==> src/dwt4_pkg.sv <==
// Shared types, constants and filter coefficients of the D4 wavelet block.
// Used by the front, queue, back and top-level modules; depends on nothing.
package dwt4_pkg;

   // Sizing of the datapath and the block.
   localparam int MAX_HALF       = 512;
   localparam int VALUE_WIDTH    = 20;
   localparam int COEF_FRAC_BITS = 16;
   localparam int HALF_W         = 10;
   localparam int INDEX_W        = 9;
   localparam int COUNT_W        = 9;

   // Configuration port.
   localparam int CFG_INDEX_W = 2;
   localparam int CFG_DATA_W  = 10;
   localparam logic [CFG_INDEX_W-1:0] CFG_DIRECTION   = CFG_INDEX_W'(0);
   localparam logic [CFG_INDEX_W-1:0] CFG_HALF_LENGTH = CFG_INDEX_W'(1);
   localparam logic [HALF_W-1:0]      HALF_RESET      = HALF_W'(512);

   // Stream payload widths, padded to whole bytes.
   localparam int REQ_DATA_W = ((2 * VALUE_WIDTH + 7) / 8) * 8;
   localparam int RSP_FIELD_W = 2 * VALUE_WIDTH + INDEX_W;
   localparam int RSP_DATA_W = ((RSP_FIELD_W + 7) / 8) * 8;

   // Arithmetic widths: coefficients stay below 2 in magnitude.
   localparam int COEF_W = COEF_FRAC_BITS + 2;
   localparam int PROD_W = VALUE_WIDTH + COEF_W;
   localparam int SUM_W  = PROD_W + 2;

   // Job queue between front and back.
   localparam int QUEUE_DEPTH = 4;
   localparam int QUEUE_PTR_W = 2;

   // Round a Q24 magnitude half up to the working number of fraction bits.
   function automatic int coef_of(input int mag_q24);
      int shift;
      shift = 24 - COEF_FRAC_BITS;
      if (shift <= 0) begin
         return mag_q24;
      end
      return (mag_q24 + (1 << (shift - 1))) >>> shift;
   endfunction

   localparam logic signed [COEF_W-1:0] H0     = COEF_W'(coef_of(8102773));
   localparam logic signed [COEF_W-1:0] H1     = COEF_W'(coef_of(14034415));
   localparam logic signed [COEF_W-1:0] H2     = COEF_W'(coef_of(3760510));
   localparam logic signed [COEF_W-1:0] H3     = COEF_W'(-coef_of(2171132));
   localparam logic signed [COEF_W-1:0] NEG_H0 = COEF_W'(-coef_of(8102773));
   localparam logic signed [COEF_W-1:0] NEG_H2 = COEF_W'(-coef_of(3760510));

   // One result to compute: the earlier pair p, the later pair c and tags.
   typedef struct packed {
      logic                          inverse;
      logic signed [VALUE_WIDTH-1:0] p0;
      logic signed [VALUE_WIDTH-1:0] p1;
      logic signed [VALUE_WIDTH-1:0] c0;
      logic signed [VALUE_WIDTH-1:0] c1;
      logic [INDEX_W-1:0]            index;
      logic                          last;
   } job_type;

   typedef struct packed {
      logic    valid;
      job_type job;
   } slot_type;

endpackage

==> src/dwt4_front.sv <==
// Front end of the D4 wavelet block: configuration registers, block position
// tracking and generation of result jobs. Depends on dwt4_pkg.
module dwt4_front (
   input  logic                                 clock,
   input  logic                                 reset,
   input  logic                                 csr_we,
   input  logic [dwt4_pkg::CFG_INDEX_W-1:0]     csr_index,
   input  logic [dwt4_pkg::CFG_DATA_W-1:0]      csr_wdata,
   input  logic                                 req_tvalid,
   output logic                                 req_tready,
   input  logic signed [dwt4_pkg::VALUE_WIDTH-1:0] first_value,
   input  logic signed [dwt4_pkg::VALUE_WIDTH-1:0] second_value,
   input  logic                                 queue_full,
   output dwt4_pkg::slot_type                   push
);
   import dwt4_pkg::*;

   logic                          inverse_ff, inverse_in;
   logic [HALF_W-1:0]             half_ff, half_in;
   logic [COUNT_W-1:0]            count_ff, count_in;
   logic signed [VALUE_WIDTH-1:0] first0_ff, first1_ff, prev0_ff, prev1_ff;
   logic                          wrap_pending_ff, wrap_pending_in;
   job_type                       wrap_job_ff, wrap_job_in;

   logic [HALF_W-1:0]  active_half, last_k;
   logic [COUNT_W-1:0] k;
   logic               accept, is_last, wrap_push, cfg_hit;

   // Clamp the programmed length into the supported range.
   always_comb begin
      if (half_ff < HALF_W'(2)) begin
         active_half = HALF_W'(2);
      end else if (half_ff > HALF_W'(MAX_HALF)) begin
         active_half = HALF_W'(MAX_HALF);
      end else begin
         active_half = half_ff;
      end
      last_k = active_half - HALF_W'(1);
   end

   assign req_tready = !queue_full;
   assign accept     = req_tvalid && req_tready;
   assign k          = ({1'b0, count_ff} >= active_half) ? '0 : count_ff;
   assign is_last    = ({1'b0, k} == last_k);
   assign wrap_push  = wrap_pending_ff && !queue_full;

   // Job generation: a pending wrap pair goes first; an item opening a
   // block never produces a job, so the two never collide.
   always_comb begin
      push = '0;
      if (wrap_push) begin
         push.valid = 1'b1;
         push.job   = wrap_job_ff;
      end else if (accept && (k != '0)) begin
         push.valid       = 1'b1;
         push.job.inverse = inverse_ff;
         push.job.p0      = prev0_ff;
         push.job.p1      = prev1_ff;
         push.job.c0      = first_value;
         push.job.c1      = second_value;
         push.job.index   = inverse_ff ? INDEX_W'(k) : INDEX_W'(k - COUNT_W'(1));
         push.job.last    = 1'b0;
      end
   end

   // Wrap pair of the block's last item, held until the queue takes it.
   always_comb begin
      wrap_job_in         = wrap_job_ff;
      wrap_job_in.inverse = inverse_ff;
      wrap_job_in.p0      = first_value;
      wrap_job_in.p1      = second_value;
      wrap_job_in.c0      = first0_ff;
      wrap_job_in.c1      = first1_ff;
      wrap_job_in.index   = inverse_ff ? '0 : INDEX_W'(last_k);
      wrap_job_in.last    = 1'b1;
      wrap_pending_in     = wrap_pending_ff;
      if (wrap_push) begin
         wrap_pending_in = 1'b0;
      end
      if (accept && is_last) begin
         wrap_pending_in = 1'b1;
      end
   end

   // Configuration writes and block position.
   always_comb begin
      inverse_in = inverse_ff;
      half_in    = half_ff;
      cfg_hit    = 1'b0;
      if (csr_we) begin
         unique case (csr_index)
            CFG_DIRECTION: begin
               inverse_in = csr_wdata[0];
               cfg_hit    = 1'b1;
            end
            CFG_HALF_LENGTH: begin
               half_in = csr_wdata[HALF_W-1:0];
               cfg_hit = 1'b1;
            end
            default: begin
               cfg_hit = 1'b0;
            end
         endcase
      end
      count_in = count_ff;
      if (accept) begin
         count_in = is_last ? '0 : k + COUNT_W'(1);
      end
      if (cfg_hit) begin
         count_in = '0;
      end
   end

   // Control registers.
   always_ff @(posedge clock) begin
      if (reset) begin
         inverse_ff      <= 1'b0;
         half_ff         <= HALF_RESET;
         count_ff        <= '0;
         wrap_pending_ff <= 1'b0;
      end else begin
         inverse_ff      <= inverse_in;
         half_ff         <= half_in;
         count_ff        <= count_in;
         wrap_pending_ff <= wrap_pending_in;
      end
   end

   // Stored pairs and the held wrap job.
   always_ff @(posedge clock) begin
      if (accept) begin
         prev0_ff <= first_value;
         prev1_ff <= second_value;
         if (k == '0) begin
            first0_ff <= first_value;
            first1_ff <= second_value;
         end
         if (is_last) begin
            wrap_job_ff <= wrap_job_in;
         end
      end
   end

`ifndef SYNTH
   a_no_push_when_full: assert property (@(posedge clock) disable iff (reset)
      push.valid |-> !queue_full)
      else $error("job pushed into a full queue");
   a_wrap_opens_block: assert property (@(posedge clock) disable iff (reset)
      wrap_pending_ff |-> (count_ff == '0))
      else $error("wrap pair pending while a block is in progress");
   a_last_sets_wrap: assert property (@(posedge clock) disable iff (reset)
      (accept && is_last && !cfg_hit) |=> wrap_pending_ff)
      else $error("last item of a block did not schedule its wrap pair");
`endif

endmodule

==> config.mk <==
export PLATFORM = sky130hd
export DESIGN_NAME = dwt4_front
export DESIGN_NICKNAME = d
export VERILOG_FILES = /design/src/dwt4_pkg.sv /design/src/dwt4_front.sv
export SDC_FILE = /design/constraint.sdc
export NUM_CORES = 1
export LEC_CHECK = 0
export BUFFER_PORTS_ARGS = -buffer_cell sky130_fd_sc_hd__buf_4
export CAP_MARGIN = 10
export CORE_MARGIN = 2
export CORE_UTILIZATION = 48
export CTS_BUF_LIST = sky130_fd_sc_hd__clkbuf_4
export CTS_CLUSTER_SIZE = 24
export DETAILED_ROUTE_END_ITERATION = 10
export PLACE_DENSITY = 0.71
export SLEW_MARGIN = 20
export SYNTH_ARGS = -nofsm -noshare
export SYNTH_HDL_FRONTEND = slang
export SYNTH_SLANG_ARGS = --single-unit
==> constraint.sdc <==
create_clock -name clock -period 14.3 [get_ports clock]
set_input_delay 1.43 -clock clock [delete_from_list [all_inputs] [get_ports clock]]
set_output_delay 1.43 -clock clock [all_outputs]
set_load 0.1 [all_outputs]
==> impl_results.html, run 1 <==
<table>
<tr><th>Metric</th><th>Value</th></tr>
<tr><th colspan="2">Logic synthesis</th></tr>
<tr><td>Most common flop cell mapped by yosys</td><td>sky130_fd_sc_hd__edfxtp_1</td></tr>
<tr><td>Synthesized netlist cell count</td><td>591</td></tr>
<tr><td>Summed instance area of the synthesized netlist</td><td>8060 sq um</td></tr>
<tr><td>Number of flip-flops and latches in the synthesized netlist</td><td>191</td></tr>
<tr><td>Proportion of synthesized chip area in sequential cells</td><td>68.6%</td></tr>
<tr><td>Number of distinct standard cells referenced by the synthesized netlist</td><td>55</td></tr>
<tr><td>Share of async-settable or async-resettable flops after synthesis</td><td>0%</td></tr>
<tr><td>Warnings from Yosys</td><td>0</td></tr>
<tr><td>Total nets after synthesis</td><td>660</td></tr>
<tr><td>Mapped Avg Cell Area</td><td>13.6 sq um</td></tr>
<tr><td>Number of enable-type register cells in the synthesized netlist</td><td>170</td></tr>
<tr><th colspan="2">Global route</th></tr>
<tr><td>Total congestion overflow</td><td>0</td></tr>
<tr><td>Layer with the highest usage</td><td>met2</td></tr>
<tr><td>Antenna violations before repair</td><td>1</td></tr>
<tr><td>Global-route wire length before repair</td><td>27,700 um</td></tr>
<tr><td>Via count of the first global-routing pass</td><td>5,258</td></tr>
<tr><td>Global-route track usage on met1</td><td>26.4%</td></tr>
<tr><td>Met3 layer usage reported by global route</td><td>4.22%</td></tr>
<tr><td>Largest net degree at the start of global routing</td><td>96</td></tr>
<tr><td>Met2 layer usage reported by global route</td><td>32.3%</td></tr>
<tr><td>Overall track demand over capacity in global routing</td><td>19.8%</td></tr>
<tr><th colspan="2">Detailed routing</th></tr>
<tr><td>Average routed wire per standard cell</td><td>18.6 um</td></tr>
<tr><td>Detailed-route wire length</td><td>17,700 um</td></tr>
<tr><td>First-iteration detailed-routing DRC count</td><td>399</td></tr>
<tr><td>DRC errors left</td><td>0</td></tr>
<tr><td>Per-cell via count in the routed design</td><td>5.73</td></tr>
<tr><td>DRT antenna net count</td><td>0</td></tr>
<tr><td>Number of iterations in the first detailed-routing pass</td><td>5</td></tr>
<tr><td>Number of vias in the routed layout</td><td>5,473</td></tr>
<tr><th colspan="2">Cells and area</th></tr>
<tr><td>Fraction of layout cells with a size suffix above 1</td><td>27.0%</td></tr>
<tr><td>Post-layout util</td><td>58.3%</td></tr>
<tr><td>Non-filler instance count after layout</td><td>955</td></tr>
<tr><td>Post-synthesis to final-layout area growth</td><td>19.6%</td></tr>
<tr><td>Finished Cell Area</td><td>9640 sq um</td></tr>
<tr><td>Number of nets in the final layout</td><td>790</td></tr>
<tr><th colspan="2">Die</th></tr>
<tr><td>Starting density of the core</td><td>48.8%</td></tr>
<tr><td>I/O pins</td><td>150</td></tr>
<tr><td>Core Box Area</td><td>16,500 sq um</td></tr>
<tr><td>Die outline area</td><td>17,800 sq um</td></tr>
<tr><td>Core Rows</td><td>47</td></tr>
<tr><td>Die outline height</td><td>134 um</td></tr>
<tr><td>Horizontal die dimension</td><td>134 um</td></tr>
<tr><th colspan="2">CTS</th></tr>
<tr><td>Number of clock buffers inserted by TritonCTS</td><td>17</td></tr>
<tr><td>Count of clock tree sinks</td><td>191</td></tr>
<tr><td>Total of cells resized after clock tree synthesis</td><td>0</td></tr>
<tr><td>Clock root cell</td><td>sky130_fd_sc_hd__clkbuf_4</td></tr>
<tr><td>Number of buffers inserted for hold repair after clock tree synthesis</td><td>0</td></tr>
<tr><td>Post-CTS Setup Bufs</td><td>0</td></tr>
<tr><td>TritonCTS clock tree</td><td>built</td></tr>
<tr><td>Maximum clock insertion buffer count</td><td>2</td></tr>
<tr><td>Clock edge transition at the registers on the reported setup and hold paths</td><td>0.16 ns</td></tr>
<tr><td>Insertion delay of the later-clocked pin in the worst-skew pair</td><td>0.58 ns</td></tr>
<tr><td>Count of H-tree levels built during CTS</td><td>4</td></tr>
<tr><th colspan="2">Worst setup path</th></tr>
<tr><td>Critical path launch point</td><td>half_ff[2]</td></tr>
<tr><td>Critical path destination</td><td>push[8]</td></tr>
<tr><td>Startpoint of the most critical register-to-register path</td><td>half_ff[2]</td></tr>
<tr><td>Crit path arrival time</td><td>6.71 ns</td></tr>
<tr><td>Startpoint Class</td><td>flip-flop</td></tr>
<tr><td>Category of the most critical setup path</td><td>flip-flop to output port</td></tr>
<tr><td>Reg-to-reg slack, setup</td><td>8.00 ns</td></tr>
<tr><td>Depth of the worst register-to-register path</td><td>13</td></tr>
<tr><td>Type of destination of the critical path</td><td>output port</td></tr>
<tr><td>R2r endpoint</td><td>wrap_job_ff[17]</td></tr>
<tr><td>Required time of the critical path</td><td>12.87 ns</td></tr>
<tr><td>Worst Path Max Fanout</td><td>60</td></tr>
<tr><th colspan="2">Timing</th></tr>
<tr><td>Final number of max-transition violations</td><td>0</td></tr>
<tr><td>Count of endpoints failing hold in the final timing report</td><td>0</td></tr>
<tr><td>Maximum clock frequency</td><td>123 MHz</td></tr>
<tr><td>Post-layout min period</td><td>8.14 ns</td></tr>
<tr><td>Tightest Pin Transition</td><td>1.07 ns</td></tr>
<tr><td>Clock Skews</td><td>0.0247 ns</td></tr>
<tr><td>Setup_tns</td><td>0 ns</td></tr>
<tr><td>Setup violations, final</td><td>0</td></tr>
<tr><td>Crit share post-route</td><td>56.9%</td></tr>
<tr><td>Relative slew slack</td><td>28.3%</td></tr>
<tr><td>Setup repair after global routing missed its margin</td><td>no</td></tr>
<tr><th colspan="2">Power</th></tr>
<tr><td>Maximum VDD drop</td><td>49.1 uV</td></tr>
<tr><td>Net Sw Power</td><td>258 uW</td></tr>
<tr><td>Leakage power</td><td>0.00356 uW</td></tr>
<tr><td>Cell area power density</td><td>104 nW/um^2</td></tr>
<tr><td>Share of power burned in combinational logic</td><td>9.2%</td></tr>
<tr><td>Portion of total power attributed to sequential cells</td><td>62.7%</td></tr>
<tr><td>Power after layout</td><td>1000 uW</td></tr>
<tr><td>Internal power</td><td>745 uW</td></tr>
<tr><td>Clock power frac</td><td>28.1%</td></tr>
<tr><td>Net switching share of the total power</td><td>25.7%</td></tr>
<tr><th colspan="2">Placement</th></tr>
<tr><td>Number of port buffers</td><td>149</td></tr>
<tr><td>Half-perimeter wire length after detailed placement</td><td>11,800 um</td></tr>
<tr><td>Placed instance count</td><td>922</td></tr>
<tr><td>Instance area after placement</td><td>9360 sq um</td></tr>
<tr><td>Placer's final routability congestion estimate</td><td>0.876</td></tr>
<tr><th colspan="2">Worst hold path</th></tr>
<tr><td>Hold Crit Class</td><td>flip-flop to flip-flop</td></tr>
<tr><th colspan="2">Job</th></tr>
<tr><td>MaxCap Viol Count</td><td>0</td></tr>
<tr><th colspan="2">Outcome</th></tr>
<tr><td>Status</td><td>finished clean</td></tr>
</table>
-- layer usage --
metal / wire length, um / share of wire [%]
met2: 8780 / 50
met5: 0 / 0
met3: 1000 / 5.7
met1: 7560 / 43
met4: 374 / 2.1
-- power groups by stage --
stage,clock [uW],sequential [uW],combinational [uW]
finish,282,629,92.1
global route,312,631,98.7
global placement,0,641,90.2
floorplan,0,639,59.7
detailed placement,0,642,92.4
CTS,292,629,92.6
-- stage by stage --
step	setup WS, ns	hold slack, ns
after floorplan	6.79	0.400
after global placement	7.18	0.400
after detailed placement	6.85	0.405
after CTS	6.17	0.421
after global routing	5.75	0.441
final	6.16	0.420
-- flip-flops by register name, indices dropped and copies added, names as in the netlist --
signal / cells
count_ff: 9
half_ff: 10
prev1_ff: 20
inverse_ff: 1
wrap_job_ff: 90
first0_ff: 20
first1_ff: 20
prev0_ff: 20
wrap_pending_ff: 1
-- cell families (layout without fill, tap and decap cells) --
kind of cell               Yosys count  after routing  share of synthesized area [%]
muxes                                4              4                          0.512
AOI/OAI and AO/OA                  162            162                           15.5
other                                0              1                              0
xor gates and xnor gates            10             10                           1.26
and+or+nand+nor                    156            156                           9.58
buffers and inverters               56            199                           2.70
DFF                                191            191                           68.6
adders and majority gates           12             12                           1.86
-- synthesized netlist by cell type (all sizes together), types with 4 or more instances --
cell type    n  area [sq um]
a211oi       6          50.1
a21o         4          30.0
a21oi       21           109
a22o        87           762
buf          6          30.0
clkbuf      38           143
dfxtp       21           420
edfxtp     170          5100
ha          12           150
inv         11          41.3
nand2       44           165
nand2b       8          50.1
nand3       18          90.1
nand4        6          37.5
nor2        36           135
nor2b        9          56.3
nor3        12          60.1
o21ai       18          90.1
or3          6          37.5
or4          7          60.1
xnor2        6          52.6
-- area by class of cell --
type / count / area [sq um]
fillers: 1314 / 6880
multi-input cells: 344 / 2350
clock inverters: 14 / 148
repair buffers: 155 / 1160
clock buffers: 18 / 135
well taps: 220 / 275
inverters: 12 / 45.0
diodes: 1 / 2.50
flip-flops and latches: 191 / 5530
-- worst max-delay path: stages, from the launching register on --
cell                        delay [ns]
sky130_fd_sc_hd__dfxtp_1          0.39
sky130_fd_sc_hd__or4_4            0.59
sky130_fd_sc_hd__o311ai_1         0.59
sky130_fd_sc_hd__inv_1            0.15
sky130_fd_sc_hd__ha_1             0.30
sky130_fd_sc_hd__nor2b_1          0.14
sky130_fd_sc_hd__o21ai_1          0.07
sky130_fd_sc_hd__a2111oi_1        0.49
sky130_fd_sc_hd__or3_1            0.64
sky130_fd_sc_hd__nand2_1          0.27
sky130_fd_sc_hd__ha_1             0.28
sky130_fd_sc_hd__o21ai_1          0.16
sky130_fd_sc_hd__nand2_1          0.22
sky130_fd_sc_hd__nor2_4           0.56
sky130_fd_sc_hd__buf_4            0.65
sky130_fd_sc_hd__a22o_1           0.29
sky130_fd_sc_hd__buf_4            0.31
-- placed cells by master, fill, tap and decap left out, drive strengths merged, types with 3 or more instances in the layout --
master and n:
edfxtp 170, buf 155, a22o 87, nand2 44
nor2 36, dfxtp 21, a21oi 21, nand3 18
clkbuf 18, o21ai 18, inv 18, nor3 12
ha 12, nor2b 9, nand2b 8, or4 7
or3 6, nand4 6, xnor2 6, a211oi 6
clkinv 6, a21o 4, mux2i 3, o211ai 3
a22oi 3, xor2 3, o31ai 3, nand3b 3
o311ai 3
-- worst min-delay path by stage --
stage / startpoint / endpoint / slack [ns] / cells past startpoint
finish: first1_ff[12] / wrap_job_ff[22] / 0.42 / 0
global route: first0_ff[11] / wrap_job_ff[41] / 0.44 / 0
CTS: first0_ff[19] / wrap_job_ff[49] / 0.42 / 0
detailed placement: first1_ff[0] / wrap_job_ff[10] / 0.40 / 0
global placement: first0_ff[8] / wrap_job_ff[38] / 0.40 / 0
floorplan: first1_ff[0] / wrap_job_ff[10] / 0.40 / 0
No activity file was read; power rests on OpenSTA's default activity.
==> run 2: changes to the inputs <==
--- a/config.mk
+++ b/config.mk
@@ -5,6 +5,7 @@
 export SDC_FILE = /design/constraint.sdc
 export NUM_CORES = 1
 export LEC_CHECK = 0
+export ABC_AREA = 1
 export BUFFER_PORTS_ARGS = -buffer_cell sky130_fd_sc_hd__buf_4
 export CAP_MARGIN = 10
 export CORE_MARGIN = 2
@@ -12,7 +13,7 @@
 export CTS_BUF_LIST = sky130_fd_sc_hd__clkbuf_4
 export CTS_CLUSTER_SIZE = 24
 export DETAILED_ROUTE_END_ITERATION = 10
-export PLACE_DENSITY = 0.71
+export PLACE_DENSITY = 0.73
 export SLEW_MARGIN = 20
 export SYNTH_ARGS = -nofsm -noshare
 export SYNTH_HDL_FRONTEND = slang
==> constraint.sdc (replaced) <==
create_clock -name clock -period 7 [get_ports clock]
set_input_delay 0.7 -clock clock [delete_from_list [all_inputs] [get_ports clock]]
set_output_delay 0.7 -clock clock [all_outputs]
set_load 0.1 [all_outputs]
==> impl_results.html, run 2 <==
<table>
<tr><th>Metric</th><th>Value</th></tr>
<tr><th colspan="2">Global route</th></tr>
<tr><td>Total congestion overflow</td><td>0 (unchanged)</td></tr>
<tr><td>Largest net degree at the start of global routing</td><td>88 (was 96)</td></tr>
<tr><td>Via count of the first global-routing pass</td><td>5,110 (was 5,258)</td></tr>
<tr><td>Global-route wire length before repair</td><td>26,600 um (was 27,700 um)</td></tr>
<tr><td>Antenna violations before repair</td><td>0 (was 1)</td></tr>
<tr><td>Overall track demand over capacity in global routing</td><td>19.2% (was 19.8%)</td></tr>
<tr><th colspan="2">Logic synthesis</th></tr>
<tr><td>Leading post-synthesis cells by instance count</td><td>sky130_fd_sc_hd__edfxtp_1, sky130_fd_sc_hd__nand2_1, sky130_fd_sc_hd__a22o_1 (was sky130_fd_sc_hd__edfxtp_1, sky130_fd_sc_hd__a22o_1, sky130_fd_sc_hd__nand2_1)</td></tr>
<tr><td>Mapped Avg Cell Area</td><td>13.0 sq um (was 13.6 sq um)</td></tr>
<tr><td>Total nets after synthesis</td><td>685 (was 660)</td></tr>
<tr><td>Number of enable-type register cells in the synthesized netlist</td><td>170 (unchanged)</td></tr>
<tr><td>Summed instance area of the synthesized netlist</td><td>8010 sq um (was 8060 sq um)</td></tr>
<tr><td>Number of distinct standard cells referenced by the synthesized netlist</td><td>39 (was 55)</td></tr>
<tr><td>Proportion of synthesized chip area in sequential cells</td><td>68.9% (was 68.6%)</td></tr>
<tr><td>Most common flop cell mapped by yosys</td><td>sky130_fd_sc_hd__edfxtp_1 (unchanged)</td></tr>
<tr><td>Number of flip-flops and latches in the synthesized netlist</td><td>191 (unchanged)</td></tr>
<tr><td>Cell with the most instances after synthesis</td><td>sky130_fd_sc_hd__edfxtp_1 (unchanged)</td></tr>
<tr><td>Top post-synthesis cells by area</td><td>sky130_fd_sc_hd__edfxtp_1, sky130_fd_sc_hd__a22o_1, sky130_fd_sc_hd__dfxtp_1, sky130_fd_sc_hd__nand2_1, sky130_fd_sc_hd__nor2_1 (was sky130_fd_sc_hd__edfxtp_1, sky130_fd_sc_hd__a22o_1, sky130_fd_sc_hd__dfxtp_1, sky130_fd_sc_hd__nand2_1, sky130_fd_sc_hd__ha_1)</td></tr>
<tr><td>Warnings from Yosys</td><td>0 (unchanged)</td></tr>
<tr><td>Share of async-settable or async-resettable flops after synthesis</td><td>0% (unchanged)</td></tr>
<tr><td>Area share of the leading cell type in the synthesized netlist</td><td>63.7% (was 63.3%)</td></tr>
<tr><td>Largest area contributor in the synthesized netlist</td><td>sky130_fd_sc_hd__edfxtp_1 (unchanged)</td></tr>
<tr><td>Synthesized netlist cell count</td><td>616 (was 591)</td></tr>
<tr><th colspan="2">Power</th></tr>
<tr><td>Power after layout</td><td>2050 uW (was 1000 uW)</td></tr>
<tr><td>Maximum VDD drop</td><td>101 uV (was 49.1 uV)</td></tr>
<tr><td>Portion of total power attributed to sequential cells</td><td>62.8% (was 62.7%)</td></tr>
<tr><td>Clock power frac</td><td>27.0% (was 28.1%)</td></tr>
<tr><td>Cell area power density</td><td>214 nW/um^2 (was 104 nW/um^2)</td></tr>
<tr><td>Share of power burned in combinational logic</td><td>10.2% (was 9.2%)</td></tr>
<tr><td>Internal power</td><td>1490 uW (was 745 uW)</td></tr>
<tr><td>Net Sw Power</td><td>553 uW (was 258 uW)</td></tr>
<tr><td>Leakage power</td><td>0.00381 uW (was 0.00356 uW)</td></tr>
<tr><td>Net switching share of the total power</td><td>27.0% (was 25.7%)</td></tr>
<tr><th colspan="2">Detailed routing</th></tr>
<tr><td>Detailed-route wire length</td><td>16,900 um (was 17,700 um)</td></tr>
<tr><td>Number of vias in the routed layout</td><td>5,291 (was 5,473)</td></tr>
<tr><td>Number of iterations in the first detailed-routing pass</td><td>4 (was 5)</td></tr>
<tr><td>DRC errors left</td><td>0 (unchanged)</td></tr>
<tr><td>Average routed wire per standard cell</td><td>16.9 um (was 18.6 um)</td></tr>
<tr><td>DRT antenna net count</td><td>0 (unchanged)</td></tr>
<tr><td>First-iteration detailed-routing DRC count</td><td>312 (was 399)</td></tr>
<tr><td>Per-cell via count in the routed design</td><td>5.31 (was 5.73)</td></tr>
<tr><th colspan="2">CTS</th></tr>
<tr><td>Post-CTS Setup Bufs</td><td>0 (unchanged)</td></tr>
<tr><td>Count of H-tree levels built during CTS</td><td>4 (unchanged)</td></tr>
<tr><td>Number of buffers inserted for hold repair after clock tree synthesis</td><td>0 (unchanged)</td></tr>
<tr><td>Total of cells resized after clock tree synthesis</td><td>0 (unchanged)</td></tr>
<tr><td>TritonCTS clock tree</td><td>built (unchanged)</td></tr>
<tr><td>Maximum clock insertion buffer count</td><td>2 (unchanged)</td></tr>
<tr><td>Clock edge transition at the registers on the reported setup and hold paths</td><td>0.17 ns (was 0.16 ns)</td></tr>
<tr><td>Count of clock tree sinks</td><td>191 (unchanged)</td></tr>
<tr><td>Clock root cell</td><td>sky130_fd_sc_hd__clkbuf_4 (unchanged)</td></tr>
<tr><td>Number of clock buffers inserted by TritonCTS</td><td>17 (unchanged)</td></tr>
<tr><td>Insertion delay of the later-clocked pin in the worst-skew pair</td><td>0.57 ns (was 0.58 ns)</td></tr>
<tr><th colspan="2">Placement</th></tr>
<tr><td>Placer's final routability congestion estimate</td><td>0.897 (was 0.876)</td></tr>
<tr><td>Half-perimeter wire length after detailed placement</td><td>11,500 um (was 11,800 um)</td></tr>
<tr><td>Number of port buffers</td><td>149 (unchanged)</td></tr>
<tr><th colspan="2">Cells and area</th></tr>
<tr><td>Number of flip-flops under the largest register name</td><td>90 (unchanged)</td></tr>
<tr><td>Fraction of layout cells with a size suffix above 1</td><td>27.7% (was 27.0%)</td></tr>
<tr><td>Commonest non-fill, non-tap cell in the layout</td><td>sky130_fd_sc_hd__edfxtp_1 (unchanged)</td></tr>
<tr><td>Number of nets in the final layout</td><td>832 (was 790)</td></tr>
<tr><td>Top library cells by usage in the layout, fill and taps aside</td><td>sky130_fd_sc_hd__edfxtp_1, sky130_fd_sc_hd__buf_4, sky130_fd_sc_hd__nand2_1, sky130_fd_sc_hd__a22o_1, sky130_fd_sc_hd__nor2_1 (was sky130_fd_sc_hd__edfxtp_1, sky130_fd_sc_hd__buf_4, sky130_fd_sc_hd__a22o_1, sky130_fd_sc_hd__nand2_1, sky130_fd_sc_hd__nor2_1)</td></tr>
<tr><td>Fillers</td><td>1,361 (was 1,314)</td></tr>
<tr><td>Post-synthesis to final-layout area growth</td><td>19.3% (was 19.6%)</td></tr>
<tr><td>Register with the most flip-flops</td><td>wrap_job_ff (unchanged)</td></tr>
<tr><td>Final antenna diode count</td><td>0 (was 1)</td></tr>
<tr><th colspan="2">Timing</th></tr>
<tr><td>Final number of max-transition violations</td><td>0 (unchanged)</td></tr>
<tr><td>Crit share post-route</td><td>81.8%</td></tr>
<tr><td>Post-layout min period</td><td>5.72 ns</td></tr>
<tr><td>Clock Skews</td><td>0.0290 ns (was 0.0247 ns)</td></tr>
<tr><td>Relative slew slack</td><td>34.0% (was 28.3%)</td></tr>
<tr><td>Setup_tns</td><td>0 ns (unchanged)</td></tr>
<tr><td>Setup repair after global routing missed its margin</td><td>no (unchanged)</td></tr>
<tr><td>Setup violations, final</td><td>0 (unchanged)</td></tr>
<tr><td>Maximum clock frequency</td><td>175 MHz</td></tr>
<tr><td>Count of endpoints failing hold in the final timing report</td><td>0 (unchanged)</td></tr>
<tr><td>Tightest Pin Transition</td><td>0.989 ns (was 1.07 ns)</td></tr>
<tr><th colspan="2">Die</th></tr>
<tr><td>I/O pins</td><td>150 (unchanged)</td></tr>
<tr><td>Core Rows</td><td>47 (unchanged)</td></tr>
<tr><td>Horizontal die dimension</td><td>133 um (was 134 um)</td></tr>
<tr><td>Core Box Area</td><td>16,500 sq um (about the same)</td></tr>
<tr><td>Die outline height</td><td>133 um (was 134 um)</td></tr>
<tr><td>Die outline area</td><td>17,700 sq um (was 17,800 sq um)</td></tr>
<tr><td>Starting density of the core</td><td>48.7% (was 48.8%)</td></tr>
<tr><th colspan="2">Job</th></tr>
<tr><td>MaxCap Viol Count</td><td>0 (unchanged)</td></tr>
<tr><th colspan="2">Worst setup path</th></tr>
<tr><td>Cell with the biggest individual delay on the critical path</td><td>sky130_fd_sc_hd__inv_4 (was sky130_fd_sc_hd__buf_4)</td></tr>
<tr><td>Delay of the slowest cell on the worst path</td><td>0.58 ns (was 0.65 ns)</td></tr>
<tr><td>Crit path arrival time</td><td>5.02 ns (was 6.71 ns)</td></tr>
<tr><td>Required time of the critical path</td><td>6.30 ns (was 12.87 ns)</td></tr>
<tr><td>Depth of the worst register-to-register path</td><td>16 (was 13)</td></tr>
<tr><td>CP Cell Sequence</td><td>nor2_1, nand3_1, o21bai_2, nand2_1, ha_1, nand2_1, nand2_1, a21boi_2, nand4_4, nor2_2, inv_1, ha_1, nand3_1, nor2_1, nand2_2, nand2_4, inv_4, a22o_1, buf_4 (was or4_4, o311ai_1, inv_1, ha_1, nor2b_1, o21ai_1, a2111oi_1, or3_1, nand2_1, ha_1, o21ai_1, nand2_1, nor2_4, buf_4, a22o_1, buf_4)</td></tr>
<tr><td>Category of the most critical setup path</td><td>flip-flop to output port (unchanged)</td></tr>
<tr><td>Startpoint Class</td><td>flip-flop (unchanged)</td></tr>
<tr><td>Cell seen most often among critical-path stages</td><td>sky130_fd_sc_hd__nand2_1</td></tr>
<tr><td>Type of destination of the critical path</td><td>output port (unchanged)</td></tr>
<tr><td>Worst Path Max Fanout</td><td>80 (was 60)</td></tr>
<tr><th colspan="2">Worst hold path</th></tr>
<tr><td>Number of cells on the worst hold path</td><td>2 (was 0)</td></tr>
<tr><td>Hold Crit Class</td><td>input pin to flip-flop (was flip-flop to flip-flop)</td></tr>
<tr><th colspan="2">Outcome</th></tr>
<tr><td>Status</td><td>finished clean (unchanged)</td></tr>
</table>
==> run 2: cell types whose count changed after synthesis, sizes merged, moves of 8 or more <==
cell | previous run | this run
inv | 11 | 49
nand3 | 18 | 32
nand2b | 8 | 0
nand2 | 44 | 90
nor2b | 9 | 0
nor3 | 12 | 3
nor2 | 36 | 53
clkbuf | 38 | 15
==> run 2: cell families after synthesis <==
kind of cell	share of synthesized area [%]
simple gates	10.7
compound gates	12.7
buf+inv	4.48
fa+ha+maj	1.87
flops	68.9
xor+xnor	1.31
==> run 2: path summary, 6_finish.rpt <==
check,from,to,slack [ns]
max reg2reg,half_ff[4],wrap_job_ff[82],2.07
max,half_ff[4],push[51],1.28
min,reset,inverse_ff,0.27
min reg2reg,first1_ff[14],wrap_job_ff[24],0.43
==> run 2: worst max-delay path, delay by kind of cell, from the launching register on <==
family / cells / cell delay [ns]
buf+inv: 3 / 0.97
simple gates: 11 / 1.56
flops: 1 / 0.39
compound gates: 3 / 0.93
fa+ha+maj: 2 / 0.54
==> run 2: cell type report <==
cell class / instances / area, sq um / share of cell area [%]
tap: 220 / 275 / 2.88
clock inverter: 15 / 145 / 1.52
timing repair buffer: 153 / 1150 / 12.0
sequential: 191 / 5530 / 57.8
inverter: 52 / 199 / 2.08
clock buffer: 17 / 128 / 1.34
multi-input combinational: 348 / 2140 / 22.4
==> run 2: power by group through the flow <==
stage	registers, uW	clock network [uW]	logic, uW
after floorplan	1310	0	140
after global placement	1310	0	204
after detailed placement	1310	0	208
after CTS	1290	573	209
after global routing	1290	620	225
final	1290	553	208
==> run 2: per-stage QoR <==
| step | utilization [%] | instance area (sq um) | cells | hold WS [ns] | setup WS [ns] |
|---|---|---|---|---|---|
| floorplan | - | 8010 | 616 | 0.400 | 1.53 |
| global placement | 56.4 | 9290 | 964 | 0.401 | 2.12 |
| detailed placement | 56.4 | 9290 | 964 | 0.405 | 1.88 |
| CTS | 58.0 | 9560 | 996 | 0.221 | 1.22 |
| global route | 58.0 | 9560 | 996 | 0.211 | 0.809 |
| finish | 58.0 | 9560 | 996 | 0.271 | 1.28 |
==> run 2: routing by layer <==
metal | track usage, % | part of all wire [%]
met2 | 31.3 | 49
met3 | 4.53 | 6.3
met1 | 25.6 | 43
met5 | 0 | 0
met4 | 6.56 | 1.5
==> run 3: changes to the inputs <==
--- a/config.mk
+++ b/config.mk
@@ -13,7 +13,7 @@
 export CTS_BUF_LIST = sky130_fd_sc_hd__clkbuf_4
 export CTS_CLUSTER_SIZE = 24
 export DETAILED_ROUTE_END_ITERATION = 10
-export PLACE_DENSITY = 0.73
+export PLACE_DENSITY = 0.71
 export SLEW_MARGIN = 20
 export SYNTH_ARGS = -nofsm -noshare
 export SYNTH_HDL_FRONTEND = slang
==> constraint.sdc (replaced) <==
create_clock -name clock -period 5.3 [get_ports clock]
set_input_delay 0.53 -clock clock [delete_from_list [all_inputs] [get_ports clock]]
set_output_delay 0.53 -clock clock [all_outputs]
set_load 0.1 [all_outputs]
==> impl_results.html, run 3 (synthesis results as in run 2) <==
<table>
<tr><th>Metric</th><th>Value</th></tr>
<tr><th colspan="2">CTS</th></tr>
<tr><td>Count of clock tree sinks</td><td>191 (unchanged)</td></tr>
<tr><td>Number of clock buffers inserted by TritonCTS</td><td>17 (unchanged)</td></tr>
<tr><td>Clock root cell</td><td>sky130_fd_sc_hd__clkbuf_4 (unchanged)</td></tr>
<tr><td>Clock edge transition at the registers on the reported setup and hold paths</td><td>0.15 ns (was 0.17 ns)</td></tr>
<tr><td>Count of H-tree levels built during CTS</td><td>4 (unchanged)</td></tr>
<tr><td>Number of buffers inserted for hold repair after clock tree synthesis</td><td>0 (unchanged)</td></tr>
<tr><td>Insertion delay of the later-clocked pin in the worst-skew pair</td><td>0.58 ns (was 0.57 ns)</td></tr>
<tr><td>Maximum clock insertion buffer count</td><td>2 (unchanged)</td></tr>
<tr><td>TritonCTS clock tree</td><td>built (unchanged)</td></tr>
<tr><th colspan="2">Worst setup path</th></tr>
<tr><td>Type of destination of the critical path</td><td>output port (unchanged)</td></tr>
<tr><td>Startpoint Class</td><td>flip-flop (unchanged)</td></tr>
<tr><td>Category of the most critical setup path</td><td>flip-flop to output port (unchanged)</td></tr>
<tr><td>Required time of the critical path</td><td>4.77 ns (was 6.30 ns)</td></tr>
<tr><td>Worst Path Max Fanout</td><td>50 (was 80)</td></tr>
<tr><td>Depth of the worst register-to-register path</td><td>19 (was 16)</td></tr>
<tr><td>Crit path arrival time</td><td>4.47 ns (was 5.02 ns)</td></tr>
<tr><th colspan="2">Cells and area</th></tr>
<tr><td>Top library cells by usage in the layout, fill and taps aside</td><td>sky130_fd_sc_hd__edfxtp_1, sky130_fd_sc_hd__buf_4, sky130_fd_sc_hd__nand2_1, sky130_fd_sc_hd__a22o_1, sky130_fd_sc_hd__nor2_1 (unchanged)</td></tr>
<tr><td>Sequential cell area</td><td>5530 sq um (unchanged)</td></tr>
<tr><td>Commonest non-fill, non-tap cell in the layout</td><td>sky130_fd_sc_hd__edfxtp_1 (unchanged)</td></tr>
<tr><td>Register with the most flip-flops</td><td>wrap_job_ff (unchanged)</td></tr>
<tr><td>Number of flip-flops under the largest register name</td><td>90 (unchanged)</td></tr>
<tr><td>Post-synthesis to final-layout area growth</td><td>21.7% (was 19.3%)</td></tr>
<tr><td>Final antenna diode count</td><td>0 (unchanged)</td></tr>
<tr><td>Number of nets in the final layout</td><td>838 (was 832)</td></tr>
<tr><td>Combined area of the multi-input logic cells</td><td>2170 sq um (was 2140 sq um)</td></tr>
<tr><td>Fillers</td><td>1,339 (was 1,361)</td></tr>
<tr><td>Fraction of layout cells with a size suffix above 1</td><td>28.4% (was 27.7%)</td></tr>
<tr><th colspan="2">Die</th></tr>
<tr><td>Horizontal die dimension</td><td>133 um (unchanged)</td></tr>
<tr><td>Starting density of the core</td><td>48.7% (unchanged)</td></tr>
<tr><td>Die outline height</td><td>133 um (unchanged)</td></tr>
<tr><td>Core Rows</td><td>47 (unchanged)</td></tr>
<tr><td>Die outline area</td><td>17,700 sq um (unchanged)</td></tr>
<tr><td>I/O pins</td><td>150 (unchanged)</td></tr>
<tr><td>Core Box Area</td><td>16,500 sq um (unchanged)</td></tr>
<tr><th colspan="2">Placement</th></tr>
<tr><td>Number of port buffers</td><td>149 (unchanged)</td></tr>
<tr><td>Half-perimeter wire length after detailed placement</td><td>12,300 um (was 11,500 um)</td></tr>
<tr><td>Dpl ws</td><td>0.551 ns (was 1.88 ns)</td></tr>
<tr><td>Placer's final routability congestion estimate</td><td>0.915 (was 0.897)</td></tr>
<tr><th colspan="2">Global route</th></tr>
<tr><td>Largest net degree at the start of global routing</td><td>70 (was 88)</td></tr>
<tr><td>Global-route wire length before repair</td><td>28,000 um (was 26,600 um)</td></tr>
<tr><td>Via count of the first global-routing pass</td><td>5,251 (was 5,110)</td></tr>
<tr><td>Antenna violations before repair</td><td>0 (unchanged)</td></tr>
<tr><td>Total congestion overflow</td><td>0 (unchanged)</td></tr>
<tr><td>Overall track demand over capacity in global routing</td><td>20.3% (was 19.2%)</td></tr>
<tr><th colspan="2">Timing</th></tr>
<tr><td>Tightest Pin Transition</td><td>0.755 ns (was 0.989 ns)</td></tr>
<tr><td>Clock Skews</td><td>0.0221 ns (was 0.0290 ns)</td></tr>
<tr><td>Count of endpoints failing hold in the final timing report</td><td>0 (unchanged)</td></tr>
<tr><td>Maximum clock frequency</td><td>200 MHz</td></tr>
<tr><td>Setup violations, final</td><td>0 (unchanged)</td></tr>
<tr><td>Post-layout min period</td><td>5.00 ns</td></tr>
<tr><td>Final number of max-transition violations</td><td>0 (unchanged)</td></tr>
<tr><td>Final Worst Setup Slack</td><td>0.303 ns (was 1.28 ns)</td></tr>
<tr><td>Relative slew slack</td><td>49.7% (was 34.0%)</td></tr>
<tr><td>Crit share post-route</td><td>94.3%</td></tr>
<tr><td>Setup_tns</td><td>0 ns (unchanged)</td></tr>
<tr><th colspan="2">Worst hold path</th></tr>
<tr><td>Number of cells on the worst hold path</td><td>2 (unchanged)</td></tr>
<tr><td>Hold Crit Class</td><td>input pin to flip-flop (unchanged)</td></tr>
<tr><th colspan="2">Detailed routing</th></tr>
<tr><td>Number of vias in the routed layout</td><td>5,440 (was 5,291)</td></tr>
<tr><td>DRT antenna net count</td><td>0 (unchanged)</td></tr>
<tr><td>Average routed wire per standard cell</td><td>17.7 um (was 16.9 um)</td></tr>
<tr><td>DRC errors left</td><td>0 (unchanged)</td></tr>
<tr><td>Per-cell via count in the routed design</td><td>5.43 (was 5.31)</td></tr>
<tr><td>Detailed-route wire length</td><td>17,700 um (was 16,900 um)</td></tr>
<tr><td>First-iteration detailed-routing DRC count</td><td>358 (was 312)</td></tr>
<tr><td>Number of iterations in the first detailed-routing pass</td><td>5 (was 4)</td></tr>
<tr><th colspan="2">Power</th></tr>
<tr><td>Leakage power</td><td>0.00387 uW (was 0.00381 uW)</td></tr>
<tr><td>Power after layout</td><td>2800 uW (was 2050 uW)</td></tr>
<tr><td>Cell area power density</td><td>287 nW/um^2 (was 214 nW/um^2)</td></tr>
<tr><td>Maximum VDD drop</td><td>167 uV (was 101 uV)</td></tr>
<tr><th colspan="2">Job</th></tr>
<tr><td>MaxCap Viol Count</td><td>0 (unchanged)</td></tr>
<tr><th colspan="2">Outcome</th></tr>
<tr><td>Status</td><td>finished clean (unchanged)</td></tr>
</table>
-- run 3: metal layers --
| layer | global-route usage [%] | routed length, um |
|---|---|---|
| met5 | 0 | 0 |
| met4 | 5.85 | 233 |
| met3 | 4.03 | 1130 |
| met2 | 33.7 | 8660 |
| met1 | 27.5 | 7730 |
-- run 3: area by class of cell --
| type | count | area share [%] |
|---|---|---|
| timing repair buffer | 158 | 13.0 |
| sequential | 191 | 56.7 |
| multi-input combinational | 349 | 22.2 |
| tap | 220 | 2.82 |
| inverter | 52 | 2.12 |
| clock buffer | 18 | 1.39 |
| clock inverter | 14 | 1.80 |
-- run 3: worst paths after layout --
check / endpoint / slack (ns) / start
hold / removal: wrap_pending_ff / 0.10 / reset
setup / recovery: push[48] / 0.30 / half_ff[4]
hold reg to reg: wrap_job_ff[16] / 0.42 / first1_ff[6]
setup reg to reg: wrap_job_ff[2] / 1.22 / half_ff[4]
-- run 3: power breakdown --
part	internal [uW]	switching (uW)	total (uW)
combinational	89.4	202	291
sequential	1680	15.4	1700
clock	302	508	810
total	2070	725	2800
-- run 3: stage by stage --
stage	util (%)	hold WS [ns]	cell area, sq um	std cells
after floorplan	-	0.400	8010	616
after global placement	56.7	0.401	9340	966
after detailed placement	56.7	0.405	9340	966
after CTS	58.7	0.0673	9660	998
after global routing	59.2	0.0630	9750	1002
final	59.2	0.104	9750	1002
-- run 3: what timing repair did --
item	in CTS	in global routing
pin swaps	0	1
endpoints found under the setup margin	50	80
cloned	0	1
gates resized for setup	1	16
buffers inserted	0	3
-- run 3: critical path: stages (launching register included) --
cell and delay (ns):
sky130_fd_sc_hd__dfxtp_1 0.39, sky130_fd_sc_hd__nor2_1 0.18, sky130_fd_sc_hd__nand3_2 0.17, sky130_fd_sc_hd__o21bai_2 0.29, sky130_fd_sc_hd__nand2_1 0.13, sky130_fd_sc_hd__ha_1 0.28
sky130_fd_sc_hd__nand2_1 0.11, sky130_fd_sc_hd__inv_1 0.06, sky130_fd_sc_hd__nand2_1 0.06, sky130_fd_sc_hd__nand2_1 0.04, sky130_fd_sc_hd__nand2_1 0.09, sky130_fd_sc_hd__nand4_4 0.22
sky130_fd_sc_hd__nor2_4 0.22, sky130_fd_sc_hd__inv_2 0.08, sky130_fd_sc_hd__ha_1 0.22, sky130_fd_sc_hd__nand3_1 0.11, sky130_fd_sc_hd__nor2_1 0.06, sky130_fd_sc_hd__nand2_2 0.11
sky130_fd_sc_hd__nand2_4 0.10, sky130_fd_sc_hd__inv_8 0.19, sky130_fd_sc_hd__buf_12 0.26, sky130_fd_sc_hd__a22o_1 0.18, sky130_fd_sc_hd__buf_4 0.29
